## src/rtl/core/assert_macros.svh

```systemverilog
// Assertion macros shared by the regulator RTL.
// Included by the files that carry concurrent checks; depends on nothing.
`ifndef ASSERT_MACROS_SVH
`define ASSERT_MACROS_SVH

// Plain property sampled on the rising clock edge, off while reset is asserted.
`define ELPI_ASSERT(lbl, clk, rst_n, prop, msg) \
    lbl: assert property (@(posedge clk) disable iff (!rst_n) (prop)) else $error(msg);

// Same-cycle implication.
`define ELPI_ASSERT_IMP(lbl, clk, rst_n, ante, cons, msg) \
    lbl: assert property (@(posedge clk) disable iff (!rst_n) (ante) |-> (cons)) \
        else $error(msg);

// Next-cycle implication.
`define ELPI_ASSERT_NXT(lbl, clk, rst_n, ante, cons, msg) \
    lbl: assert property (@(posedge clk) disable iff (!rst_n) (ante) |=> (cons)) \
        else $error(msg);

`endif

```

## src/rtl/core/elpi_pkg.sv

```systemverilog
// Shared types and constants of the electronic load PI regulator.
// Used by the core and the testbench; depends on nothing.
package elpi_pkg;

    localparam int SAMPLE_WIDTH_DEF = 16;

    localparam int CFG_IDX_W  = 3;
    localparam int CFG_DATA_W = 32;
    localparam int DIV_W      = 20;
    localparam int DAC_W      = 16;
    localparam int ERR_W      = 32;
    localparam int INTEG_W    = 18;

    localparam logic [CFG_IDX_W-1:0] CFG_ENABLE   = 3'd0;
    localparam logic [CFG_IDX_W-1:0] CFG_MODE     = 3'd1;
    localparam logic [CFG_IDX_W-1:0] CFG_SETPOINT = 3'd2;
    localparam logic [CFG_IDX_W-1:0] CFG_P_DIV    = 3'd3;
    localparam logic [CFG_IDX_W-1:0] CFG_I_DIV    = 3'd4;
    localparam logic [CFG_IDX_W-1:0] CFG_DAC_ZERO = 3'd5;

    localparam logic [DIV_W-1:0] P_DIV_RST    = 20'd50;
    localparam logic [DIV_W-1:0] I_DIV_RST    = 20'd100;
    localparam logic [DAC_W-1:0] DAC_ZERO_RST = 16'd4095;

    localparam int INTEG_LIMIT = 100000;
    localparam int RES_SCALE   = 1000;
    localparam int RES_SAT     = 65535000;

    localparam logic signed [INTEG_W-1:0] INTEG_MAX = 18'sd100000;
    localparam logic signed [INTEG_W-1:0] INTEG_MIN = -18'sd100000;

    localparam logic OP_REGULATE = 1'b0;
    localparam logic OP_CLEAR    = 1'b1;

    typedef enum logic [1:0] {
        MODE_CV,
        MODE_CR,
        MODE_CP,
        MODE_NONE
    } mode_t;

    typedef enum logic [3:0] {
        ST_IDLE,
        ST_MUL,
        ST_RDIV_GO,
        ST_RDIV_WAIT,
        ST_ERR,
        ST_PI_GO,
        ST_PI_WAIT,
        ST_INTEG,
        ST_SUM,
        ST_CODE
    } state_t;

endpackage

```

## src/rtl/core/elpi_sdiv.sv

```systemverilog
// Bit-serial restoring divider for unsigned operands, one quotient bit per cycle.
// Standalone; takes its checks from assert_macros.svh.
`include "assert_macros.svh"

module elpi_sdiv #(
    parameter int NUM_W = 32,
    parameter int DEN_W = 20
) (
    input  logic             clk,
    input  logic             rst_n,
    input  logic             start,
    input  logic [NUM_W-1:0] num,
    input  logic [DEN_W-1:0] den,
    output logic             done,
    output logic [NUM_W-1:0] quot
);

    localparam int CNT_W = (NUM_W > 1) ? $clog2(NUM_W) : 1;

    logic             busy_reg, busy_next;
    logic             done_reg, done_next;
    logic [CNT_W-1:0] cnt_reg, cnt_next;
    logic [DEN_W-1:0] rem_reg, rem_next;
    logic [NUM_W-1:0] q_reg, q_next;
    logic [DEN_W-1:0] den_reg, den_next;

    logic [DEN_W:0] trial;
    logic [DEN_W:0] diff;
    logic           fits;

    // The dividend shifts out of the top of q_reg while quotient bits enter at the bottom.
    assign trial = {rem_reg, q_reg[NUM_W-1]};
    assign diff  = trial - {1'b0, den_reg};
    assign fits  = (trial >= {1'b0, den_reg});

    always_comb
    begin
        busy_next = busy_reg;
        done_next = 1'b0;
        cnt_next  = cnt_reg;
        rem_next  = rem_reg;
        q_next    = q_reg;
        den_next  = den_reg;
        if (start)
        begin
            busy_next = 1'b1;
            cnt_next  = CNT_W'(NUM_W - 1);
            rem_next  = '0;
            q_next    = num;
            den_next  = den;
        end
        else if (busy_reg)
        begin
            rem_next = fits ? diff[DEN_W-1:0] : trial[DEN_W-1:0];
            q_next   = {q_reg[NUM_W-2:0], fits};
            if (cnt_reg == '0)
            begin
                busy_next = 1'b0;
                done_next = 1'b1;
            end
            else
            begin
                cnt_next = cnt_reg - 1'b1;
            end
        end
    end

    always_ff @(posedge clk or negedge rst_n)
    begin
        if (!rst_n)
        begin
            busy_reg <= 1'b0;
            done_reg <= 1'b0;
            cnt_reg  <= '0;
        end
        else
        begin
            busy_reg <= busy_next;
            done_reg <= done_next;
            cnt_reg  <= cnt_next;
        end
    end

    always_ff @(posedge clk)
    begin
        rem_reg <= rem_next;
        q_reg   <= q_next;
        den_reg <= den_next;
    end

    assign done = done_reg;
    assign quot = q_reg;

    `ELPI_ASSERT_IMP(a_start_idle, clk, rst_n, start, !busy_reg, "divider restarted while busy")
    `ELPI_ASSERT_IMP(a_done_idle, clk, rst_n, done_reg, !busy_reg, "divider done while busy")
    `ELPI_ASSERT_NXT(a_last_step, clk, rst_n, busy_reg && (cnt_reg == '0) && !start, done_reg,
        "divider missed its done pulse")

endmodule

```

## src/rtl/core/electronic_load_pi_regulator_core.sv

```systemverilog
// Top level of the electronic load PI regulator: configuration, sequencer and datapath.
// Depends on elpi_pkg, elpi_sdiv and assert_macros.svh.
//
//  channel   direction  handshake                 payload
//  s_*       in         s_tvalid / s_tready       s_tdata = samples, s_tuser = opcode
//  m_*       out        m_tvalid / m_tready       m_tdata = DAC code
//  cfg_*     in         cfg_we (no wait)          cfg_index, cfg_wdata
//
// One item is worked on at a time. In constant voltage mode the time for an item
// is set by the two 32-step error dividers running side by side. Constant
// power adds the MUL_W-step shift-add multiplier (MUL_W = max(SAMPLE_WIDTH, 10)),
// constant resistance adds that multiplier plus the (SAMPLE_WIDTH + MUL_W)-step
// resistance divider. A clear or an item giving no result stays in the idle state.
// Reset is asynchronous and active low; it loads the register defaults and zeroes
// the integral. A finished code waits in the output register while the next item
// is accepted; the sequencer only holds in its last state if that register is
// still occupied when the next code is ready.
`include "assert_macros.svh"

module electronic_load_pi_regulator_core
    import elpi_pkg::*;
#(
    parameter int SAMPLE_WIDTH = SAMPLE_WIDTH_DEF
) (
    input  logic                                     clk,
    input  logic                                     rst_n,
    // s_tdata fields from bit 0 up: voltage_mv, current_ma, zero padding.
    input  logic [((2*SAMPLE_WIDTH+7)/8)*8-1:0]      s_tdata,
    // s_tuser fields from bit 0 up: opcode.
    input  logic                                     s_tuser,
    input  logic                                     s_tvalid,
    output logic                                     s_tready,
    // m_tdata fields from bit 0 up: dac_code.
    output logic [DAC_W-1:0]                         m_tdata,
    output logic                                     m_tvalid,
    input  logic                                     m_tready,
    input  logic                                     cfg_we,
    input  logic [CFG_IDX_W-1:0]                     cfg_index,
    input  logic [CFG_DATA_W-1:0]                    cfg_wdata
);

    localparam int SW     = SAMPLE_WIDTH;
    localparam int MUL_W  = (SW > 10) ? SW : 10;
    localparam int PW     = SW + MUL_W;
    localparam int EW     = ((PW > ERR_W) ? PW : ERR_W) + 2;
    localparam int MCNT_W = $clog2(MUL_W);
    localparam int SUM_W  = ERR_W + 2;
    localparam int CODE_W = SUM_W + 1;

    localparam logic signed [EW-1:0]    ERR_MAX_E = EW'(64'sd2147483647);
    localparam logic signed [EW-1:0]    ERR_MIN_E = EW'(-64'sd2147483648);
    localparam logic signed [SUM_W-1:0] LIM_HI    = SUM_W'(INTEG_LIMIT);
    localparam logic signed [SUM_W-1:0] LIM_LO    = SUM_W'(-INTEG_LIMIT);

    // Configuration registers.
    logic              enable_reg;
    mode_t             mode_reg;
    logic [31:0]       setpoint_reg;
    logic [DIV_W-1:0]  p_div_reg;
    logic [DIV_W-1:0]  i_div_reg;
    logic [DAC_W-1:0]  zero_reg;

    always_ff @(posedge clk or negedge rst_n)
    begin
        if (!rst_n)
        begin
            enable_reg   <= 1'b0;
            mode_reg     <= MODE_CV;
            setpoint_reg <= '0;
            p_div_reg    <= P_DIV_RST;
            i_div_reg    <= I_DIV_RST;
            zero_reg     <= DAC_ZERO_RST;
        end
        else if (cfg_we)
        begin
            unique case (cfg_index)
                CFG_ENABLE:   enable_reg   <= cfg_wdata[0];
                CFG_MODE:     mode_reg     <= mode_t'(cfg_wdata[1:0]);
                CFG_SETPOINT: setpoint_reg <= cfg_wdata[31:0];
                CFG_P_DIV:    p_div_reg    <= cfg_wdata[DIV_W-1:0];
                CFG_I_DIV:    i_div_reg    <= cfg_wdata[DIV_W-1:0];
                CFG_DAC_ZERO: zero_reg     <= cfg_wdata[DAC_W-1:0];
                default:      ;
            endcase
        end
    end

    // Sequencer and datapath registers.
    state_t                    state_reg, state_next;
    logic signed [INTEG_W-1:0] integ_reg, integ_next;
    logic [MCNT_W-1:0]         mcnt_reg, mcnt_next;
    logic                      out_valid_reg, out_valid_next;
    logic [DAC_W-1:0]          out_data_reg, out_data_next;
    logic [SW-1:0]             v_reg, v_next;
    logic [SW-1:0]             i_reg, i_next;
    logic [PW-1:0]             mc_reg, mc_next;
    logic [MUL_W-1:0]          mp_reg, mp_next;
    logic [PW-1:0]             acc_reg, acc_next;
    logic signed [ERR_W-1:0]   err_reg, err_next;
    logic signed [SUM_W-1:0]   sum_reg, sum_next;

    logic             accept;
    logic             res_start;
    logic             pi_start;
    logic             r_done, p_done, i_done;
    logic [PW-1:0]    rq;
    logic [ERR_W-1:0] pq, iq;
    logic [ERR_W-1:0] err_mag;
    logic [DIV_W-1:0] p_den, i_den;

    logic signed [EW-1:0]     opnd, sp_ext, err_full;
    logic signed [SUM_W-1:0]  integ_ext, iq_ext, pq_ext, integ_full;
    logic signed [CODE_W-1:0] zero_ext, code_full;

    assign s_tready = (state_reg == ST_IDLE);
    assign accept   = s_tvalid && s_tready;

    // The error dividers work on the magnitude of the error; the sign is applied afterwards,
    // which gives the truncation toward zero. A zero divisor register acts as one.
    assign err_mag = err_reg[ERR_W-1] ? (~err_reg + 1'b1) : err_reg;
    assign p_den   = (p_div_reg == '0) ? DIV_W'(1) : p_div_reg;
    assign i_den   = (i_div_reg == '0) ? DIV_W'(1) : i_div_reg;

    // v * 1000 / i for constant resistance; i is known to be nonzero on this path.
    elpi_sdiv #(
        .NUM_W (PW),
        .DEN_W (SW)
    ) u_rdiv (
        .clk   (clk),
        .rst_n (rst_n),
        .start (res_start),
        .num   (acc_reg),
        .den   (i_reg),
        .done  (r_done),
        .quot  (rq)
    );

    elpi_sdiv #(
        .NUM_W (ERR_W),
        .DEN_W (DIV_W)
    ) u_pdiv (
        .clk   (clk),
        .rst_n (rst_n),
        .start (pi_start),
        .num   (err_mag),
        .den   (p_den),
        .done  (p_done),
        .quot  (pq)
    );

    elpi_sdiv #(
        .NUM_W (ERR_W),
        .DEN_W (DIV_W)
    ) u_idiv (
        .clk   (clk),
        .rst_n (rst_n),
        .start (pi_start),
        .num   (err_mag),
        .den   (i_den),
        .done  (i_done),
        .quot  (iq)
    );

    // Error operand: the mode picks voltage, resistance or power, all zero-extended.
    always_comb
    begin
        sp_ext = $signed(EW'(setpoint_reg));
        case (mode_reg)
            MODE_CR: opnd = (i_reg == '0) ? $signed(EW'(RES_SAT)) : $signed(EW'(rq));
            MODE_CP: opnd = $signed(EW'(acc_reg));
            default: opnd = $signed(EW'(v_reg));
        endcase
        err_full = (mode_reg == MODE_CP) ? (sp_ext - opnd) : (opnd - sp_ext);
    end

    always_comb
    begin
        integ_ext  = SUM_W'(integ_reg);
        iq_ext     = $signed(SUM_W'(iq));
        pq_ext     = $signed(SUM_W'(pq));
        integ_full = err_reg[ERR_W-1] ? (integ_ext - iq_ext) : (integ_ext + iq_ext);
        zero_ext   = $signed(CODE_W'(zero_reg));
        code_full  = zero_ext - CODE_W'(sum_reg);
    end

    always_comb
    begin
        state_next     = state_reg;
        integ_next     = integ_reg;
        mcnt_next      = mcnt_reg;
        v_next         = v_reg;
        i_next         = i_reg;
        mc_next        = mc_reg;
        mp_next        = mp_reg;
        acc_next       = acc_reg;
        err_next       = err_reg;
        sum_next       = sum_reg;
        out_data_next  = out_data_reg;
        out_valid_next = out_valid_reg && !m_tready;
        res_start      = 1'b0;
        pi_start       = 1'b0;

        unique case (state_reg)
            ST_IDLE:
            begin
                if (accept)
                begin
                    v_next = s_tdata[SW-1:0];
                    i_next = s_tdata[2*SW-1:SW];
                    if (s_tuser == OP_CLEAR)
                    begin
                        integ_next = '0;
                    end
                    else if (enable_reg && (mode_reg != MODE_NONE))
                    begin
                        if (mode_reg == MODE_CV)
                        begin
                            state_next = ST_ERR;
                        end
                        else
                        begin
                            // Shift-add multiply: v * 1000 for resistance, v * i for power.
                            state_next = ST_MUL;
                            mc_next    = PW'(s_tdata[SW-1:0]);
                            mp_next    = (mode_reg == MODE_CR) ? MUL_W'(RES_SCALE)
                                                               : MUL_W'(s_tdata[2*SW-1:SW]);
                            acc_next   = '0;
                            mcnt_next  = MCNT_W'(MUL_W - 1);
                        end
                    end
                end
            end
            ST_MUL:
            begin
                if (mp_reg[0])
                begin
                    acc_next = acc_reg + mc_reg;
                end
                mc_next = {mc_reg[PW-2:0], 1'b0};
                mp_next = {1'b0, mp_reg[MUL_W-1:1]};
                if (mcnt_reg == '0)
                begin
                    // With zero current the resistance saturates and no division runs.
                    if ((mode_reg == MODE_CR) && (i_reg != '0))
                    begin
                        state_next = ST_RDIV_GO;
                    end
                    else
                    begin
                        state_next = ST_ERR;
                    end
                end
                else
                begin
                    mcnt_next = mcnt_reg - 1'b1;
                end
            end
            ST_RDIV_GO:
            begin
                res_start  = 1'b1;
                state_next = ST_RDIV_WAIT;
            end
            ST_RDIV_WAIT:
            begin
                if (r_done)
                begin
                    state_next = ST_ERR;
                end
            end
            ST_ERR:
            begin
                if (err_full > ERR_MAX_E)
                begin
                    err_next = ERR_MAX_E[ERR_W-1:0];
                end
                else if (err_full < ERR_MIN_E)
                begin
                    err_next = ERR_MIN_E[ERR_W-1:0];
                end
                else
                begin
                    err_next = err_full[ERR_W-1:0];
                end
                state_next = ST_PI_GO;
            end
            ST_PI_GO:
            begin
                pi_start   = 1'b1;
                state_next = ST_PI_WAIT;
            end
            ST_PI_WAIT:
            begin
                if (p_done && i_done)
                begin
                    state_next = ST_INTEG;
                end
            end
            ST_INTEG:
            begin
                if (integ_full > LIM_HI)
                begin
                    integ_next = INTEG_MAX;
                end
                else if (integ_full < LIM_LO)
                begin
                    integ_next = INTEG_MIN;
                end
                else
                begin
                    integ_next = integ_full[INTEG_W-1:0];
                end
                state_next = ST_SUM;
            end
            ST_SUM:
            begin
                sum_next   = err_reg[ERR_W-1] ? (SUM_W'(integ_reg) - pq_ext)
                                              : (SUM_W'(integ_reg) + pq_ext);
                state_next = ST_CODE;
            end
            ST_CODE:
            begin
                // Hold here until the output register is free.
                if (!out_valid_reg || m_tready)
                begin
                    if (code_full[CODE_W-1])
                    begin
                        out_data_next = '0;
                    end
                    else if (code_full > zero_ext)
                    begin
                        out_data_next = zero_reg;
                    end
                    else
                    begin
                        out_data_next = code_full[DAC_W-1:0];
                    end
                    out_valid_next = 1'b1;
                    state_next     = ST_IDLE;
                end
            end
            default:
            begin
                state_next = ST_IDLE;
            end
        endcase
    end

    always_ff @(posedge clk or negedge rst_n)
    begin
        if (!rst_n)
        begin
            state_reg     <= ST_IDLE;
            integ_reg     <= '0;
            mcnt_reg      <= '0;
            out_valid_reg <= 1'b0;
        end
        else
        begin
            state_reg     <= state_next;
            integ_reg     <= integ_next;
            mcnt_reg      <= mcnt_next;
            out_valid_reg <= out_valid_next;
        end
    end

    always_ff @(posedge clk)
    begin
        v_reg        <= v_next;
        i_reg        <= i_next;
        mc_reg       <= mc_next;
        mp_reg       <= mp_next;
        acc_reg      <= acc_next;
        err_reg      <= err_next;
        sum_reg      <= sum_next;
        out_data_reg <= out_data_next;
    end

    assign m_tvalid = out_valid_reg;
    assign m_tdata  = out_data_reg;

    `ELPI_ASSERT(a_integ_bound, clk, rst_n, (integ_reg <= INTEG_MAX) && (integ_reg >= INTEG_MIN),
        "integral outside its clamp")
    `ELPI_ASSERT_IMP(a_code_bound, clk, rst_n, m_tvalid, m_tdata <= zero_reg,
        "DAC code above the zero code")
    `ELPI_ASSERT_NXT(a_clear, clk, rst_n, accept && (s_tuser == OP_CLEAR), integ_reg == '0,
        "clear transaction left the integral nonzero")
    `ELPI_ASSERT_NXT(a_disabled, clk, rst_n, accept && !enable_reg, state_reg == ST_IDLE,
        "disabled regulator started work")

endmodule

```

## config.mk

```make
export PLATFORM = sky130hd
export DESIGN_NAME = electronic_load_pi_regulator_core
export DESIGN_NICKNAME = d
export VERILOG_FILES = /design/src/rtl/core/elpi_pkg.sv /design/src/rtl/core/elpi_sdiv.sv /design/src/rtl/core/electronic_load_pi_regulator_core.sv
export VERILOG_INCLUDE_DIRS = /design/src /design/src/rtl/core
export SDC_FILE = /design/constraint.sdc
export NUM_CORES = 1
export LEC_CHECK = 0
export BUFFER_PORTS_ARGS = -buffer_cell sky130_fd_sc_hd__buf_2
export CORE_MARGIN = 2
export CORE_UTILIZATION = 69
export DETAILED_ROUTE_END_ITERATION = 10
export PLACE_DENSITY = 0.95
export SYNTH_ARGS = -nofsm -noshare
export SYNTH_HDL_FRONTEND = slang
export SYNTH_HIERARCHICAL = 1
export SYNTH_SLANG_ARGS = --single-unit
export TNS_END_PERCENT = 20
```

## constraint.sdc

```tcl
create_clock -name clk -period 11 [get_ports clk]
set_input_delay 2.2 -clock clk [delete_from_list [all_inputs] [get_ports clk]]
set_output_delay 2.2 -clock clk [all_outputs]
set_load 0.01 [all_outputs]
```

# Word level (Yosys, flattened, before mapping)

Index checks and enable logic that the tools add are counted.

Add/sub/neg operators: 16
$lt $le $gt $ge: 8
Eq/ne operators: 31
Mux-type cells: 86
Bitwise operators: 1
Reductions and logical operators: 40

Operator list:

| operator                                                                           | count |
|---|---|
| 32-bit two-way mux                                                                 | 18 |
| 32-bit case mux with 2 select lines                                                | 3 |
| 16-bit two-way mux                                                                 | 7 |
| 34-bit two-way mux                                                                 | 3 |
| 18-bit two-way mux                                                                 | 4 |
| 18-bit by 33-bit adder with 34-bit output                                          | 2 |
| 18-bit by 33-bit subtractor with 34-bit output                                     | 2 |
| 4-bit two-way mux                                                                  | 12 |
| 5-bit two-way mux                                                                  | 9 |
| 21-bit by 20-bit greater-or-equal comparator with 1-bit output                     | 2 |
| 20-bit zero test                                                                   | 2 |
| 20-bit two-way mux                                                                 | 2 |
| 4-bit case mux with 10 select lines                                                | 1 |
| 20-bit subtractor                                                                  | 2 |
| 18-bit case mux with 2 select lines                                                | 1 |
| 35-bit by 17-bit greater-than comparator with 1-bit output                         | 1 |
| 17-bit by 34-bit subtractor with 35-bit output                                     | 1 |
| 34-bit by 18-bit greater-than comparator with 1-bit output (second input constant) | 1 |
| 34-bit by 32-bit greater-than comparator with 1-bit output (second input constant) | 1 |
| 34-bit by 18-bit less-than comparator with 1-bit output (second input constant)    | 1 |
| 34-bit by 32-bit less-than comparator with 1-bit output (second input constant)    | 1 |
| 33-bit by 34-bit subtractor with 34-bit output                                     | 1 |
| 34-bit by 33-bit subtractor with 34-bit output                                     | 1 |
| 32-bit by 1-bit adder with 32-bit output (second input constant)                   | 1 |
| 36 further kinds                                                                   | 103 |

Register bits: 541
Bits of input ports: 73
Output and inout port bits: 18
Word-level logic and storage cells: 218

# Depth between registers and ports, before layout

Depth after elaboration: 7
Depth in mapped cells: 25
Gate-level depth less buffers: 23

# By module

Netlist, hierarchy kept.

By module, submodules not included:

| module                            | times used | cells an instance | area an instance (sq um) | sequential area each (sq um) |
|---|---|---|---|---|
| electronic_load_pi_regulator_core | 1          | 2843              | 25021.5                  | 8800.9 |
| elpi_sdiv (u_idiv ...)            | 2          | 402               | 4503.1                   | 2137.0 |
| elpi_sdiv (u_rdiv)                | 1          | 368               | 3981.3                   | 1936.9 |

# Least setup slack after synthesis

OpenSTA, ideal clock, no wires.

Kind: reg-to-reg
Start point: reg u_idiv.q_reg[3], in the netlist u_idiv/quot[3]
End point: reg integ_reg[2]
Setup time: 0.104 ns
Arrival: 5.106 ns
Required time: 10.896 ns
Path slack: 5.791 ns
Stages on the path, launching flop included: 21
Path buffers: 0
Clock period less this slack: 5.209 ns
Path through: edfxtp_1 -> nor3_1 -> nand2_1 -> nor4_1 -> nand2_1 -> nor2_1 -> and2_1 -> nor2b_1 -> nor3b_1 -> nor2_1 -> xnor2_1 -> ha_1 -> a21o_1 -> or4_1 -> o22ai_1 -> or4b_2 -> nand4b_1 -> nand4b_1 -> or4_4 -> mux2_4 -> o41ai_2

Cells in the longest elaborated chain, start to end: 6
Elaborated cells on any way between the ends: 8
Those cells by class: 2 x add/sub; 2 x order compare; 4 x mux

RTL lines:

| element                                                                                                            | RTL line                                 | RTL |
|---|---|---|
| start: declaration                                                                                                 | elpi_sdiv.sv:24                          | `logic [NUM_W-1:0] q_reg, q_next;` |
| start signal: assignment                                                                                           | elpi_sdiv.sv:87                          | `q_reg <= q_next;` |
| 18-bit by 33-bit adder with 34-bit output / 18-bit by 33-bit subtractor with 34-bit output (equally long branches) | electronic_load_pi_regulator_core.sv:181 | `integ_full = err_reg[ERR_W-1] ? (integ_ext - iq_ext) : (integ_ext + iq_ext);` |
| 34-bit two-way mux *                                                                                               | electronic_load_pi_regulator_core.sv:181 |  |
| 34-bit by 18-bit less-than comparator with 1-bit output                                                            | electronic_load_pi_regulator_core.sv:304 | `else if (integ_full < LIM_LO)` |
| 18-bit two-way mux                                                                                                 | electronic_load_pi_regulator_core.sv:304 |  |
| 18-bit two-way mux *                                                                                               | electronic_load_pi_regulator_core.sv:300 | `if (integ_full > LIM_HI)` |
| 18-bit case mux with 2 select lines *                                                                              | electronic_load_pi_regulator_core.sv:203 | `unique case (state_reg)` |
| end signal: assignment                                                                                             | electronic_load_pi_regulator_core.sv:360 | `integ_reg <= integ_next;` |
| end: declaration                                                                                                   | electronic_load_pi_regulator_core.sv:90  | `logic signed [INTEG_W-1:0] integ_reg, integ_next;` |

Mark *: on every way between the ends. The rest lies on a longest branch, timed or not.
A chain may end at the register's enable or synchronous reset.

# Worst setup path in the final report

Start point: reg u_idiv.q_reg[3], in the netlist u_idiv/quot[3]
End point: reg integ_reg[0]

Same word-level chain as after synthesis.

==> run metrics <==
proportion of synthesized area in mux cells 6.073%; ordered list of cells on the worst path nor3_1 -> nand2_1 -> nor4_1 -> nand2_1 -> nor2_1 -> and2_1 -> nor2b_1 -> nor3b_1 -> nor2_1 -> xnor2_1 -> ha_1 -> a21o_1 -> or4_1 -> o22ai_1 -> or4b_2 -> nand4b_1 -> nand4b_1 -> or4_4 -> mux2_4 -> o31ai_1; Max stage delay on crit path 0.62 ns; total congestion overflow 0; maximum vdd drop 0.0002117 V; Placed Cells 4639; Placement Cell Area 38680 um2; vias after detailed routing 32411; startpoint of the worst-slack reg-to-reg timing path u_idiv/quot[3]; wire length reported by the detailed router 101.8 mm; accumulated negative setup slack 0 ns; largest clock skew in the final design 0.02781 ns; number of library cell types mapped by synthesis 107; Post-CTS Repair Setup Buffers 0; DP Wirelength 70.30 mm; Cell Pwr Density 365.4 nW/um2; Switching Power 6.894 mW; TritonCTS clock tree yes; area fraction in compound gates after synthesis 19.09%; async set-reset flop share out of synthesis 25.69%; Endpoint, Worst Hold u_rdiv/den_reg[13]; number of DRC violations after detailed-routing iteration 0 3802; number of flip-flops and latches in the synthesized netlist 541; design area 40540 um2; effective utilization at floorplan 69.40%; CTS buffer count 56; result of the run completed; width of the chip 238.7 um; CP max stage cell sky130_fd_sc_hd__or4b_2; clk_lat worst skew 0.65 ns; Crit. End Element register; Largest delay share family, worst path simple AND/OR/NAND/NOR gates; startpoint class of the critical path register; Mapped Cells 4015; clock power share 13.1%; placement row count 86; startpoint-to-endpoint class of the critical path register to register; average wire per cell in the routed design 21.45 um; Final Hold Slack 0.4574 ns; CP Buf/Inv Count 0; warning count from the yosys run 6; DRT Pass-1 Iters 8; HP Class register to register; total leakage power 16.78 nW; worst r2r dst integ_reg[0]; Net Count, Synth 4360; count of final setup violators 0; cell count along the critical path 20; first-pass GRT wire length 161.7 mm; EDFF count, synth 346; power share of the sequential group 27.3%; aggregate global-route resource usage 35.24%; number of global-route vias before repair 30698; I/O pin count 91; flip-flop count of the largest register after layout 34; residual antenna-violating net count after detailed routing 0; r2r setup slk 4.26 ns; final RePlAce weighted congestion 0.9586; H-tree depth 2; CP required 11.53 ns; unrepaired setup endpoints after global routing no; most used flip-flop cell after synthesis sky130_fd_sc_hd__edfxtp_1; commonest cells after routing, fill and taps aside sky130_fd_sc_hd__nand2_1, sky130_fd_sc_hd__edfxtp_1, sky130_fd_sc_hd__a21oi_1; Max Cap Violations 0; hold-fix buffer count after cts 0; post-placement worst setup slack 4.536 ns; Hold Fails Final Rpt 0; area growth from synthesis to layout 6.650%; Max Fanout on Critical Path 11; combinational power share 59.6%; final setup margin 4.255 ns; area share of and/or/nand/nor cells after synthesis 15.59%; core utilization of the finished layout 74.01%; average footprint of a synthesized cell 9.467 um2; adder-cell share of the synthesized area 9.132%; maximum clock rate 148.3 MHz; CP arrival 7.28 ns; fraction of layout cells with a size suffix above 1 11.56%; DIE HEIGHT 238.7 um; Hold Path Cell Cnt 0; largest family of logic cells by synthesized area compound AO/OA/AOI/OAI gates; Int Power 7.917 mW; portion of the post-synthesis area used by sequential elements 39.50%; Tot Pwr 14.81 mW; DRC violation count after routing 0; leading cell type in the layout, fill and taps excluded sky130_fd_sc_hd__nand2_1; xor and xnor area share after synthesis 5.738%; number of buffers on the longest clock path 3; slew of the pin with the lowest slew margin 1.322 ns; layout net count 4338; clock sinks 541; number of standard cells in the final layout excluding fillers 4747; Resized Gates After CTS 0; Min-Delay Startpoint i_reg[13]; Period Utilization, post-route 61.32%; antenna violations before repair 4; Sw Share 46.55%; minimum clock period after layout 6.745 ns; Std-Cell Core Area 54770 um2; pin count of the biggest net entering global routing 143; DIE AREA 56980 um2; Final Max Slew Viols 0; Max transition margin 11.78%; average via count per standard cell 6.828; area of the mapped netlist 38010 um2; clk slew on worst S/H paths 0.07 ns; clock root buffer master sky130_fd_sc_hd__clkbuf_16; worst reg2reg path depth 20; Port Buffers 90
[metal layers]
layer / vias up / track usage (%) / share of wire (%)
met2: 2025 / 57.95 / 46
met5: - / 0 / 0.023
li1: 14668 / - / -
met1: 15265 / 45.11 / 38
met3: 449 / 6.478 / 9.7
met4: 4 / 16.97 / 5.6
[cell type report]
class,instances,area (um2)
multi-input combinational,3028,21190
sequential,541,15010
fill,3486,14230
clock buffer,81,1587
inverter,251,942.2
tap,704,880.8
timing repair buffer,115,656.9
clock inverter,25,260.3
antenna,2,5.005
[power by group through the flow]
| stage | clock, mW | sequential (mW) | combinational (mW) |
|---|---|---|---|
| 6_report | 1.94 | 4.04 | 8.83 |
| 5_1_grt | 2.03 | 4.10 | 9.61 |
| 4_1_cts | 1.95 | 3.99 | 8.57 |
| 3_5_place_dp | 0 | 4.00 | 8.38 |
| 3_3_place_gp | 0 | 3.94 | 8.09 |
| 2_1_floorplan | 0 | 3.74 | 6.77 |
[synthesized netlist by cell type (61+ instances only)]
cell type	count	area (um2)
sky130_fd_sc_hd__edfxtp_1	346	10390
sky130_fd_sc_hd__dfrtp_1	121	3028
sky130_fd_sc_hd__o21ai_0	258	1291
sky130_fd_sc_hd__clkbuf_1	153	574.3
sky130_fd_sc_hd__a21o_1	120	900.9
sky130_fd_sc_hd__nand2_1	409	1535
sky130_fd_sc_hd__inv_1	250	938.4
sky130_fd_sc_hd__nand3_1	62	310.3
sky130_fd_sc_hd__xor2_1	61	534.3
sky130_fd_sc_hd__a21oi_1	265	1326
sky130_fd_sc_hd__xnor2_1	188	1647
sky130_fd_sc_hd__ha_1	263	3291
sky130_fd_sc_hd__nor3_1	71	355.3
sky130_fd_sc_hd__nor2_1	263	987.2
sky130_fd_sc_hd__mux2_2	157	1768
[worst max path at each step]
stage                         from           end  slack [ns]
floorplan           u_idiv/quot[3]  integ_reg[2]        5.79
global placement    u_idiv/quot[3]  integ_reg[2]        5.02
detailed placement  u_idiv/quot[5]  integ_reg[4]        4.54
CTS                 u_idiv/quot[3]  integ_reg[0]        4.46
global route        u_idiv/quot[3]  integ_reg[6]        3.87
finish              u_idiv/quot[3]  integ_reg[0]        4.26
[cells by family (layout without fill, tap and decap cells)]
group	count (synthesis)	in the layout
xor gates and xnor gates	249	249
buffers and inverters	446	472
other	0	2
AOI/OAI and AO/OA	1093	1093
DFF	541	541
and+or+nand+nor	1205	1205
adders and majority gates	272	272
muxes	209	209
Power figures use the tool's default switching activity.
